===== src/hw/rtl/mpsm_pkg.sv =====
package mpsm_pkg;

   localparam logic [2:0] CMD_PATTERN = 3'd0;
   localparam logic [2:0] CMD_BUILD   = 3'd1;
   localparam logic [2:0] CMD_TEXT    = 3'd2;
   localparam logic [2:0] CMD_CLEAR   = 3'd3;
   localparam logic [2:0] CMD_RESTART = 3'd4;

   localparam logic [2:0] ERR_NONE     = 3'd0;
   localparam logic [2:0] ERR_LETTER   = 3'd1;
   localparam logic [2:0] ERR_NODES    = 3'd2;
   localparam logic [2:0] ERR_PATTERNS = 3'd3;
   localparam logic [2:0] ERR_NOTBUILT = 3'd4;

   localparam logic KIND_HIT = 1'b0;
   localparam logic KIND_ERR = 1'b1;

   localparam logic [7:0] LETTER_LOW  = 8'd65;
   localparam logic [7:0] LETTER_HIGH = 8'd90;

   // hits reported per text beat at most
   localparam int RESULT_LIMIT = 16;
   localparam int K_BITS       = $clog2(RESULT_LIMIT + 1);

   typedef struct packed {
      logic [2:0] command;
      logic [7:0] symbol;
      logic       pattern_end;
   } req_type;

   typedef struct packed {
      logic        kind;
      logic [3:0]  pattern_number;
      logic [15:0] start_position;
      logic [2:0]  error_code;
      logic        last_result;
   } rsp_type;

   // output stage operations, at most one per cycle
   typedef struct packed {
      logic push;    // stage a hit, send the one staged before
      logic flush;   // send the staged hit as the last of its beat
      logic single;  // send the item at once as the only result
   } ostage_ctl_type;

endpackage


===== src/hw/rtl/mpsm_if.sv =====


interface mpsm_rsp_if;
   logic             valid;
   logic             ready;
   mpsm_pkg::rsp_type payload;

   modport source (output valid, output payload, input ready);
   modport sink   (input valid, input payload, output ready);
endinterface


===== src/hw/rtl/mpsm_out_stage.sv =====
module mpsm_out_stage (
   input  logic                     clock,
   input  logic                     reset,
   input  mpsm_pkg::ostage_ctl_type ctl,
   input  mpsm_pkg::rsp_type        item,
   output logic                     ready,
   mpsm_rsp_if.source               rsp
);
   import mpsm_pkg::*;

   rsp_type out_ff, out_in, hold_ff, hold_in;
   logic    out_v_ff, out_v_in, hold_v_ff, hold_v_in;
   logic    free;

   assign free  = !out_v_ff || rsp.ready;
   assign ready = free;

   always_comb begin
      out_in    = out_ff;
      hold_in   = hold_ff;
      out_v_in  = out_v_ff && !rsp.ready;
      hold_v_in = hold_v_ff;
      if (free) begin
         if (ctl.single) begin
            out_in             = item;
            out_in.last_result = 1'b1;
            out_v_in           = 1'b1;
         end else if (ctl.push) begin
            if (hold_v_ff) begin
               out_in             = hold_ff;
               out_in.last_result = 1'b0;
               out_v_in           = 1'b1;
            end
            hold_in   = item;
            hold_v_in = 1'b1;
         end else if (ctl.flush && hold_v_ff) begin
            out_in             = hold_ff;
            out_in.last_result = 1'b1;
            out_v_in           = 1'b1;
            hold_v_in          = 1'b0;
         end
      end
   end

   always_ff @(posedge clock) begin
      if (reset) begin
         out_v_ff  <= 1'b0;
         hold_v_ff <= 1'b0;
      end else begin
         out_v_ff  <= out_v_in;
         hold_v_ff <= hold_v_in;
      end
      out_ff  <= out_in;
      hold_ff <= hold_in;
   end

   assign rsp.valid   = out_v_ff;
   assign rsp.payload = out_ff;

   a_single_empty: assert property (@(posedge clock) disable iff (reset)
      ctl.single |-> !hold_v_ff) else $error("single result with a hit staged");
   a_ops_excl: assert property (@(posedge clock) disable iff (reset)
      $onehot0({ctl.push, ctl.flush, ctl.single})) else $error("output ops overlap");
   a_last_clean: assert property (@(posedge clock) disable iff (reset)
      out_v_ff && out_ff.last_result |-> !hold_v_ff)
      else $error("hit staged behind a last beat");

endmodule


===== src/flat_wrapper.sv =====
// flat-port wrapper written by rule: the top's interface ports become plain ports
module mpsm_out_stage_flat import mpsm_pkg::*;
  (clock, reset, ctl, item, ready, rsp_valid, rsp_payload, rsp_ready);
  mpsm_rsp_if rsp_i ();
  input  logic clock;
  input  logic reset;
  input  mpsm_pkg::ostage_ctl_type ctl;
  input  mpsm_pkg::rsp_type item;
  output logic ready;
  output wire logic [$bits(rsp_i.valid)-1:0] rsp_valid;
  output wire logic [$bits(rsp_i.payload)-1:0] rsp_payload;
  input wire logic [$bits(rsp_i.ready)-1:0] rsp_ready;
  assign rsp_valid = rsp_i.valid;
  assign rsp_payload = rsp_i.payload;
  assign rsp_i.ready = rsp_ready;
  mpsm_out_stage u_core (.clock(clock), .reset(reset), .ctl(ctl), .item(item), .ready(ready), .rsp(rsp_i));
endmodule

===== config.mk =====
export PLATFORM = sky130hd
export DESIGN_NAME = mpsm_out_stage_flat
export DESIGN_NICKNAME = d
export VERILOG_FILES = /design/src/hw/rtl/mpsm_pkg.sv /design/src/hw/rtl/mpsm_if.sv /design/src/hw/rtl/mpsm_out_stage.sv /design/src/flat_wrapper.sv
export SDC_FILE = /design/constraint.sdc
export NUM_CORES = 1
export LEC_CHECK = 0
export BUFFER_PORTS_ARGS = -buffer_cell sky130_fd_sc_hd__buf_2
export CORE_ASPECT_RATIO = 0.8
export CORE_UTILIZATION = 45
export CTS_CLUSTER_DIAMETER = 50
export CTS_CLUSTER_SIZE = 28
export DETAILED_ROUTE_END_ITERATION = 7
export GPL_TIMING_DRIVEN = 0
export PLACE_DENSITY = 0.72
export SYNTH_ARGS = -nofsm -noshare
export SYNTH_HDL_FRONTEND = slang
export SYNTH_SLANG_ARGS = --single-unit
export TNS_END_PERCENT = 20

===== constraint.sdc =====
create_clock -name clock -period 2.55 [get_ports clock]
set_input_delay 0 -clock clock [delete_from_list [all_inputs] [get_ports clock]]
set_output_delay 0 -clock clock [all_outputs]
set_load 0.02 [all_outputs]

Word-level counts from Yosys, hierarchy flattened --
Index checks and enable logic that the tools add are counted.
Word-level totals: register bits after elaboration 51, word-level logic and storage cells 34, memories 0, RAM bits 0, input port bits 31, latch bits 0, memory bits (read-only) 0
Cells by class: bitwise operators 1, div/mod/pow operators 0, shift-type cells 0, equality and inequality tests 1, magnitude comparators 0, reduce and logical (&&, ||, !) cells 10, add/subtract/negate cells 0, multiplexer cells 11, multiply operators 0
Operators with widths (number):
- $mux 25 | 4
- $reduce_and 3->1 | 3
- $mux 1 | 7
- $ne 3x2->1 const B | 1
- $reduce_bool 3->1 | 1
- $logic_and 1x1->1 | 2
- $logic_not 1->1 | 2
- $reduce_bool 2->1 | 1
- $logic_or 1x1->1 | 1
- $not 1->1 | 1

Depth between registers and ports, before layout --
Gate-level depths: netlist of run 1.
word-level depth 6, depth in mapped cells 4, depth with buffers taken out 4

Worst setup path after synthesis of run 1 --
Ideal clock, no wire load.
path kind reg-to-reg, from register u_core.out_v_ff, in the netlist u_core.rsp.valid, to register u_core.out_ff, in the netlist u_core.rsp.payload[0], enable pin, data arrival time 1.773 ns, required time 2.135 ns, buffers on the path 0, setup slack 0.361 ns, cell stages (with the launch flop) 3, setup time 0.415 ns, cells stage by stage dfxtp_1 nor2b_4 a21oi_1
Between the ends: cells in the longest elaborated chain, start to end 3
RTL lines:
- start: declaration | RTL line mpsm_out_stage.sv:12 | logic out_v_ff, out_v_in, hold_v_ff, hold_v_in;
- start signal: assignment | RTL line mpsm_out_stage.sv:50 | out_v_ff <= out_v_in;
- $logic_not 1->1 | RTL line mpsm_out_stage.sv:15 | assign free = !out_v_ff || rsp.ready;
- $logic_or 1x1->1 | RTL line mpsm_out_stage.sv:15
- $reduce_and 3->1 (no line)
- end signal: assignment | RTL line mpsm_out_stage.sv:53 | out_ff <= out_in;
- end: declaration | RTL line mpsm_out_stage.sv:11 | rsp_type out_ff, out_in, hold_ff, hold_in;
No other way between the ends. A chain may end at the register's enable or synchronous reset.

Worst setup path after layout of run 1 --
from register u_core.hold_v_ff, to register u_core.out_ff, in the netlist u_core.rsp.payload[11], enable pin
Between the ends: cells in the longest elaborated chain, start to end 3
RTL lines:
- start: declaration | RTL line mpsm_out_stage.sv:12
- start signal: assignment | RTL line mpsm_out_stage.sv:51 | hold_v_ff <= hold_v_in;
- $logic_and 1x1->1 | RTL line mpsm_out_stage.sv:36 | end else if (ctl.flush && hold_v_ff) begin
- $reduce_bool 3->1 (no line)
- $reduce_and 3->1 (no line) *
Mark *: on every way between the ends. The rest lies on a longest branch, timed or not.

==> results of run 1 <==
==> worst max path at each step <==
stage,cells past startpoint,endpoint,slack (ps)
6_report,3,u_core.rsp.payload[11]$_DFFE_PP_,820
5_1_grt,3,u_core.rsp.payload[11]$_DFFE_PP_,750
2_1_floorplan,2,u_core.rsp.payload[0]$_SDFFCE_PP1P_,360
3_5_place_dp,3,u_core.rsp.payload[9]$_DFFE_PP_,830
3_3_place_gp,2,u_core.rsp.payload[10]$_DFFE_PP_,-150
4_1_cts,3,u_core.rsp.payload[11]$_DFFE_PP_,820
==> flip-flops by register name, summed over array words and instances, names as in the netlist <==
| signal | cells |
|---|---|
| u_core.rsp.payload | 25 |
| u_core.hold_ff | 24 |
| u_core.hold_v_ff | 1 |
| u_core.rsp.valid | 1 |
==> worst max-delay path, stage by stage (launching register included) <==
cell     delay [ps]
dfxtp_1         360
o21ai_0         170
a21oi_2         660
buf_8           250
==> where the power goes <==
part | internal [W] | switching [W]
Sequential | 0.000984 | 0.0000140
Clock | 0.000183 | 0.000230
Combinational | 0.000103 | 0.000120
Total | 0.00127 | 0.000364
==> timing repair <==
item	in CTS	in global routing
setup buffers	0	0
endpoints found under the setup margin	0	0
hold buffers	25	0
hold endpoints to repair	26	0
resized for setup	0	0
==> per-stage QoR <==
step / hold WS, ps / total power, W / TNS (ps) / util (%) / area, um^2
final: 43.8 / 0.00163 / 0 / 66.1 / 2580
after global routing: 44.8 / 0.00170 / 0 / 66.1 / 2580
after CTS: 35.5 / 0.00165 / 0 / 66.1 / 2580
after detailed placement: 192 / 0.00121 / 0 / 57.8 / 2260
after global placement: 184 / 0.00119 / -3670 / 56.9 / 2220
after floorplan: 69.4 / 0.00113 / 0 / - / 1880
==> Yosys cell counts <==
master,n
mux2_2,24
inv_2,1
a31oi_1,1
o21ai_0,1
nor2b_4,1
o31ai_1,1
edfxtp_1,49
buf_2,1
a21oi_1,1
dfxtp_1,2
nor2_1,1
a311o_1,1
nand2_1,1
inv_1,2
buf_6,2
==> metal layers <==
layer / vias to the layer above / GRT usage [%]
met1: 534 / 20.4
met5: - / 0
met2: 43 / 27.3
li1: 522 / -
met4: 0 / 6.04
met3: 5 / 5.90
==> logic make-up after synthesis <==
logic type,synth area share (%)
AO/OA/AOI/OAI,1.80
buffers and inverters,2.07
flip-flops,80.6
multiplexers,14.4
AND/OR/NAND/NOR,1.13
==> layout make-up <==
type                       count  area, um^2  area share [%]
sequential                    51        1510            58.6
timing repair buffer          82         556            21.5
multi-input combinational     32         332            12.9
clock buffer                   6        72.6            2.81
tap                           55        68.8            2.67
buffer                         3        27.5            1.07
inverter                       3        11.3           0.437
==> impl_metrics.csv, run 1 <==
group,metric,value,unit
synthesis,synth_area_leaders,"edfxtp_1 (78%), mux2_2 (14%), dfxtp_1 (2.1%)",
worst_setup_path,r2r_cells,3,
timing,hold_viol_final,0,
worst_setup_path,required,2550,ps
routing,highest_layer,"met4",
final_layout,fin_cells,232,
hold_path,min_from,"rsp_ready",
synthesis,syn_area,0.00188,mm^2
global_route,overflow,0,
hold_path,hp-class,"input pin to flip-flop",
worst_setup_path,crit_fanout,13,
global_route,grt_first_pass_wirelength,5160,um
job,maxCapViolations,0,
place,portBuffers,55,
final_layout,final_cell_mix,"buf_2 (56), edfxtp_1 (49), dlygate4sd3_1 (25), mux2_2 (24), clkbuf_8 (5)",
routing,drt_iter0_drc,70,
floorplanning,io_pins,58,
synthesis,synth_seq_area_share,80.6,%
timing,max_freq,578,MHz
floorplanning,fp.dieH,59.7,um
place,gp_congestion,0.638,
worst_setup_path,rrSetupSlack,820,ps
worst_setup_path,end_kind,"flip-flop",
final_layout,fin_nets,209,
timing,rsz0062_at_grt,"no",
worst_setup_path,crit_type,"flip-flop to flip-flop",
status,outcome,"finished clean",
power,p_leak,0.992,nW
clock_tree,cts_buffer_depth,2,
synthesis,yosysWarnings,0,
routing,vias_per_cell,4.76,
place,post-place-ws,828,ps
timing,setup_viol,0,
floorplanning,start_util,48.0,%
synthesis,syn-num-nets,120,
timing,skew,4.52,ps
routing,drt-total-wl,3400,um
floorplanning,rows,20,
timing,slew_violations,0,
synthesis,synth.avg_cell_area,21.1,um^2
place,place_inst,201,
timing,period_share,67.8,%
clock_tree,cts_made_buffers,5,
routing,ant_nets,0,
place,hpwlAfterDp,2300,um
hold_path,min_path_cells,4,
floorplanning,core_area,0.00390,mm^2
floorplanning,die_x,74.2,um
global_route,grt_max_degree,15,
worst_setup_path,start_kind,"flip-flop",
clock_tree,cts.sinks,51,
global_route,antenna_found_initial,0,
timing,worst_pin_slew,790,ps
routing,route.met3.wl,186,um
routing,routed-wl-met2,1650,um
timing,timing.slew.headroom,47.3,%
clock_tree,clk_pin_slew,80,ps
global_route,grt_pass1_vias,1120,
worst_setup_path,reg2reg_to,"u_core.rsp.payload[11]$_DFFE_PP_",
power,peakVddDrop,0.414,mV
clock_tree,htree_num_levels,2,
synthesis,ys_ff_latch,51,
global_route,grt.total_usage,16.6,%
timing,fin_ws,821,ps
floorplanning,die_area,0.00443,mm^2
synthesis,synth_top_area_share,78.5,%
final_layout,n_fill_cell,293,
worst_setup_path,crit_arrival,1730,ps
hold_path,whs_endpoint,"u_core.rsp.valid$_SDFF_PP0_",
synthesis,syn_inst,89,
worst_setup_path,r2r-start,"u_core.hold_v_ff$_SDFFE_PP0P_",
timing,finalCriticalPeriod,1730,ps
final_layout,drive_gt1_share,52.5,%
routing,drt-met1-wl,1520,um
final_layout,final_common_cell,"buf_2",
clock_tree,cts_root_buf,"clkbuf_8",
synthesis,post-synth-top-area-cell,"edfxtp_1",
routing,route.vias.total,1104,
worst_setup_path,cp-startpoint,"u_core.hold_v_ff$_SDFFE_PP0P_",
routing,drc,0,
final_layout,syn2layout_area_growth,37.5,%
synthesis,post_synth_num_cell_types,15,
power,power_density,634,mW/mm^2
routing,drt-wirelength-per-cell,14.7,um
clock_tree,clock_latency,290,ps
clock_tree,cts_tree,"built",
routing,first_pass_iters,4,
final_layout,diodes,0,
(Power assumes the default switching activity.)
==> inputs of run 2 (changes only) <==
clock period = 1.66 ns   (was 2.55 ns; I/O delays follow)
==> run 2 against run 1 <==
Compared with the run above: wire length increased by 1.6%; die area unchanged; cell count increased by 0.43%; critical path depth unchanged; combinational power increased by 50%; first-iteration DRC count decreased by 19%; sequential power increased by 53%; largest power group unchanged; flip-flop and latch count unchanged; non-clock buffer count decreased by 1; core utilization about the same.
==> impl_metrics.csv, run 2 (synthesized netlist as in run 1, its figures left out) <==
group,metric,value,unit
status,outcome,"finished clean",
power,share_comb_of_total_power,13.2,%
final_layout,fin_nets,208,
clock_tree,cts_made_buffers,5,
final_layout,final_common_cell,"buf_2",
floorplanning,die_area,0.00443,mm^2
global_route,grt_pass1_vias,1137,
power,p_leak,0.991,nW
place,portBuffers,55,
global_route,overflow,0,
routing,drt_iter0_drc,57,
clock_tree,cts.sinks,51,
timing,setup_viol,0,
power,power.share.clock,26.2,%
timing,worst_pin_slew,817,ps
clock_tree,post_cts_buffers,0,
clock_tree,htree_num_levels,2,
power,switching_share,22.5,%
job,maxCapViolations,0,
routing,drt-total-wl,3460,um
routing,ant_nets,0,
timing,timing.slew.headroom,45.4,%
global_route,grt_max_degree,26,
power,total_power,0.00253,W
power,peakVddDrop,0.586,mV
floorplanning,fp.dieH,59.7,um
place,post-place-ws,-322,ps
global_route,grt.total_usage,17.3,%
worst_setup_path,crit_type,"flip-flop to flip-flop",
timing,finalCriticalPeriod,1530,ps
routing,highest_layer,"met4",
clock_tree,clk_pin_slew,80,ps
global_route,grt_first_pass_wirelength,5300,um
final_layout,multi_input_area,339,um^2
power,power_density,981,mW/mm^2
timing,rsz0062_at_grt,"no",
timing,hold_ws,33.6,ps
hold_path,hp-class,"input pin to flip-flop",
routing,first_pass_iters,2,
routing,route.met3.wl,114,um
worst_setup_path,end_kind,"flip-flop",
routing,drt-wirelength-per-cell,14.8,um
timing,fin_ws,135,ps
worst_setup_path,crit_arrival,1530,ps
floorplanning,core_area,0.00390,mm^2
power,intPower,0.00196,W
routing,routed-wl-met2,1920,um
worst_setup_path,start_kind,"flip-flop",
routing,drc,0,
global_route,antenna_found_initial,0,
worst_setup_path,crit_fanout,14,
floorplanning,start_util,48.0,%
final_layout,largest_reg_flops,25,
worst_setup_path,required,1670,ps
timing,slew_violations,0,
routing,drt-met1-wl,1380,um
timing,skew,2.44,ps
place,hpwlAfterDp,2090,um
final_layout,seqCellArea,0.00151,mm^2
timing,hold_viol_final,0,
power,p_switching,0.000571,W
clock_tree,cts_tree,"built",
power,pwr-share-seq,60.6,%
final_layout,diodes,0,
routing,route.vias.total,1113,
clock_tree,cts_root_buf,"clkbuf_8",
clock_tree,clock_latency,290,ps
final_layout,n_fill_cell,316,
routing,vias_per_cell,4.78,
final_layout,syn2layout_area_growth,37.6,%
floorplanning,rows,20,
floorplanning,die_x,74.2,um
timing,period_share,91.9,%
final_layout,drive_gt1_share,52.2,%
clock_tree,cts_buffer_depth,2,
place,gp_congestion,0.634,
final_layout,final_cell_mix,"buf_2 (56), edfxtp_1 (49), dlygate4sd3_1 (25), mux2_2 (24), clkbuf_8 (5)",
floorplanning,io_pins,58,
timing,max_freq,656,MHz
## run 2: what timing repair did
item                                   4_1_cts  5_1_grt
gates cloned                                 0        0
setup endpoints to repair                   25       25
hold buffers                                25        0
endpoints found under the hold margin       26        0
gates resized for setup                      1        1
pin swaps                                    0        1
## run 2: path summary, 6_finish.rpt
| check | cells past startpoint | endpoint | slack, ps | start |
|---|---|---|---|---|
| setup / recovery | 3 | u_core.hold_ff[16]$_DFFE_PP_ | 130 | u_core.rsp.valid$_SDFF_PP0_ |
| hold reg to reg | 1 | u_core.rsp.payload[13]$_DFFE_PP_ | 550 | u_core.hold_ff[13]$_DFFE_PP_ |
| setup reg to reg | 3 | u_core.hold_ff[16]$_DFFE_PP_ | 130 | u_core.rsp.valid$_SDFF_PP0_ |
| hold / removal | 2 | u_core.rsp.payload[0]$_SDFFCE_PP1P_ | 30 | ctl[2] |
## run 2: final cells by class
class,instances,share of cell area [%]
buffer,3,1.07
sequential,51,58.6
clock inverter,1,0.194
clock buffer,7,2.96
tap,55,2.67
multi-input combinational,32,13.1
inverter,3,0.436
timing repair buffer,81,21.0
## run 2: per-stage QoR
step	TNS [ps]	utilization, %	area, um^2	instances
after floorplan	-7370	-	1880	89
after global placement	-22790	57.0	2220	199
after detailed placement	-8010	57.4	2240	200
after CTS	0	66.1	2580	233
after global routing	0	66.1	2580	233
final	0	66.1	2580	233
## run 2: worst max-delay path, stage by stage, from the launching register on
cell,delay (ps)
dfxtp_1,330
nor2b_4,150
nor2_2,510
buf_8,250
## run 2: metal layers
layer	up-vias	GRT usage, %
li1	522	-
met1	554	18.8
met2	30	31.7
met3	7	5.06
met4	0	7.42
met5	-	0
## run 2: power groups by stage
| stage | Sequential (W) | Combinational [W] | Clock (W) |
|---|---|---|---|
| after floorplan | 0.00163 | 0.0000984 | 0 |
| after global placement | 0.00156 | 0.000275 | 0 |
| after detailed placement | 0.00156 | 0.000289 | 0 |
| after CTS | 0.00153 | 0.000337 | 0.000688 |
| after global routing | 0.00154 | 0.000359 | 0.000732 |
| final | 0.00153 | 0.000335 | 0.000663 |
==> inputs of run 3 (changes only) <==
ABC_CLOCK_PERIOD_IN_PS = 1660   (was not set)
CORE_UTILIZATION = 40   (was 45)
PLACE_DENSITY = not set   (was 0.72)
==> run 3 against run 2 <==
Compared with the run above: first-iteration DRC count down 44%; maximum frequency up 4.0%; clock-buffer cell count down 2; combinational power up 4%; sequential power about the same; global-route usage down 1.6 points; sequential share of layout area down 0.76 points; worst hold slack better by 13 ps; wire length up 4.0%.
==> impl_metrics.csv, run 3 (synthesized netlist as in run 1, its figures left out) <==
group,metric,value,unit
worst_setup_path,start_kind,"flip-flop",
power,power_density,975,mW/mm^2
job,maxCapViolations,0,
global_route,overflow,0,
power,total_power,0.00255,W
worst_setup_path,end_kind,"flip-flop",
clock_tree,cts.sinks,51,
routing,drc,0,
worst_setup_path,crit_type,"flip-flop to flip-flop",
clock_tree,cts_made_buffers,5,
floorplanning,core_area,0.00434,mm^2
worst_setup_path,crit_family,"simple AND/OR/NAND/NOR gates",
global_route,grt_pass1_vias,1194,
worst_setup_path,reg2reg_to,"u_core.hold_ff[12]$_DFFE_PP_",
final_layout,final_cell_mix,"buf_2 (56), edfxtp_1 (49), dlygate4sd3_1 (25), mux2_2 (24), clkbuf_8 (5)",
routing,drt-wirelength-per-cell,15.2,um
final_layout,fin_area,0.00261,mm^2
worst_setup_path,critPathMaxStageDelay,480,ps
place,gp_congestion,0.679,
timing,setup_viol,0,
final_layout,diodes,0,
clock_tree,cts_buffer_depth,2,
timing,skew,3.67,ps
floorplanning,start_util,43.3,%
timing,timing.slew.headroom,60.1,%
power,p_leak,0.996,nW
hold_path,min_from,"rsp_ready",
global_route,grt_first_pass_wirelength,5700,um
global_route,antenna_found_initial,0,
clock_tree,htree_num_levels,2,
routing,ant_nets,0,
timing,max_freq,682,MHz
timing,slew_violations,0,
timing,rsz0062_at_grt,"no",
clock_tree,cts_root_buf,"clkbuf_8",
floorplanning,die_area,0.00497,mm^2
floorplanning,rows,21,
place,place_area,0.00226,mm^2
clock_tree,clk_pin_slew,90,ps
final_layout,n_fill_cell,363,
worst_setup_path,path_cells,"nor2b_4 > nor2_2 > buf_16",
floorplanning,fp.dieH,63.2,um
worst_setup_path,r2r-start,"u_core.rsp.valid$_SDFF_PP0_",
hold_path,hp-class,"input pin to flip-flop",
place,hpwlAfterDp,2220,um
routing,first_pass_iters,4,
worst_setup_path,critPathSlowestCell,"nor2_2",
timing,worst_pin_slew,595,ps
routing,vias_per_cell,4.69,
clock_tree,clock_latency,290,ps
status,outcome,"finished clean",
final_layout,drive_gt1_share,52.5,%
final_layout,fin_nets,209,
global_route,grt.total_usage,15.8,%
place,portBuffers,55,
floorplanning,die_x,78.6,um
worst_setup_path,crit_arrival,1480,ps
timing,period_share,88.4,%
final_layout,largest_reg_flops,25,
power,peakVddDrop,0.584,mV
worst_setup_path,critical_path_depth,3,
routing,route.vias.total,1108,
worst_setup_path,crit_fanout,16,
clock_tree,cts_tree,"built",
worst_setup_path,cp.buffers_inverters,1,
routing,drt-total-wl,3590,um
worst_setup_path,r2r_cells,3,
global_route,grt_max_degree,26,
routing,drt_iter0_drc,32,
hold_path,min_path_cells,4,
final_layout,final_common_cell,"buf_2",
worst_setup_path,required,1670,ps
timing,finalCriticalPeriod,1470,ps
timing,hold_viol_final,0,
final_layout,syn2layout_area_growth,39.4,%
floorplanning,io_pins,58,
worst_setup_path,rrSetupSlack,190,ps
final_layout,fin_util,60.3,%
hold_path,whs_endpoint,"u_core.rsp.valid$_SDFF_PP0_",
[run 3: changes by cell type in the layout (fill, tap and decap cells not counted), sizes merged]
cell	delta
a21oi	+1
clkinvlp	+1
clkbuf	-2
clkinv	+1
[run 3: area by class of cell]
class / instances / area [um^2] / share of cell area (%)
Inverter: 3 / 11.3 / 0.431
Clock inverter: 3 / 15.0 / 0.574
Sequential cell: 51 / 1510 / 57.8
Tap cell: 57 / 71.3 / 2.73
Timing Repair Buffer: 81 / 553 / 21.2
Clock buffer: 5 / 68.8 / 2.63
Multi-Input combinational cell: 33 / 355 / 13.6
Buffer: 3 / 27.5 / 1.05
[run 3: worst max path at each step]
stage,start,endpoint
after global placement,u_core.rsp.valid$_SDFF_PP0_,u_core.hold_ff[23]$_DFFE_PP_
final,u_core.rsp.valid$_SDFF_PP0_,u_core.hold_ff[12]$_DFFE_PP_
after global routing,u_core.rsp.valid$_SDFF_PP0_,u_core.hold_ff[3]$_DFFE_PP_
after CTS,u_core.hold_v_ff$_SDFFE_PP0P_,u_core.rsp.payload[6]$_DFFE_PP_
after floorplan,u_core.rsp.valid$_SDFF_PP0_,u_core.hold_ff[10]$_DFFE_PP_
after detailed placement,u_core.hold_v_ff$_SDFFE_PP0P_,u_core.rsp.payload[23]$_DFFE_PP_
[run 3: stage by stage]
| stage | hold slack (ps) | std cells | setup TNS (ps) | setup WS (ps) |
|---|---|---|---|---|
| after global placement | 184 | 201 | -23510 | -718 |
| after detailed placement | 193 | 202 | -9270 | -372 |
| final | 46.5 | 236 | 0 | 193 |
| after CTS | 14.7 | 235 | 0 | 67.3 |
| after global routing | 45.2 | 236 | 0 | 112 |
| after floorplan | 69.4 | 89 | -7370 | -307 |
[run 3: layer usage]
metal | vias to the layer above | GRT usage (%) | wire, um
met2 | 38 | 25.7 | 1720
met1 | 535 | 19.7 | 1650
met4 | 0 | 6.94 | 52
met3 | 7 | 4.35 | 174
met5 | - | 0 | 0
li1 | 528 | - | -
[run 3: repair_timing]
item                                    CTS  global route
pin swaps                                 1             1
hold buffers                             25             0
gates resized for setup                   2             1
hold endpoints to repair                 26             0
buffers inserted                          0             0
gates cloned                              0             1
endpoints found under the setup margin   25            25
[run 3: worst register-to-register path: cells and delay by family, from the launching register on]
kind	cells	cell delay, ps
and+or+nand+nor	2	640
DFF	1	310
buffers and inverters	1	230
[run 3: where the power goes]
part | switching [W] | leakage (nW) | internal [W]
logic | 0.000191 | 0.474 | 0.000159
registers | 0.0000202 | 0.483 | 0.00151
clock network | 0.000379 | 0.0392 | 0.000287
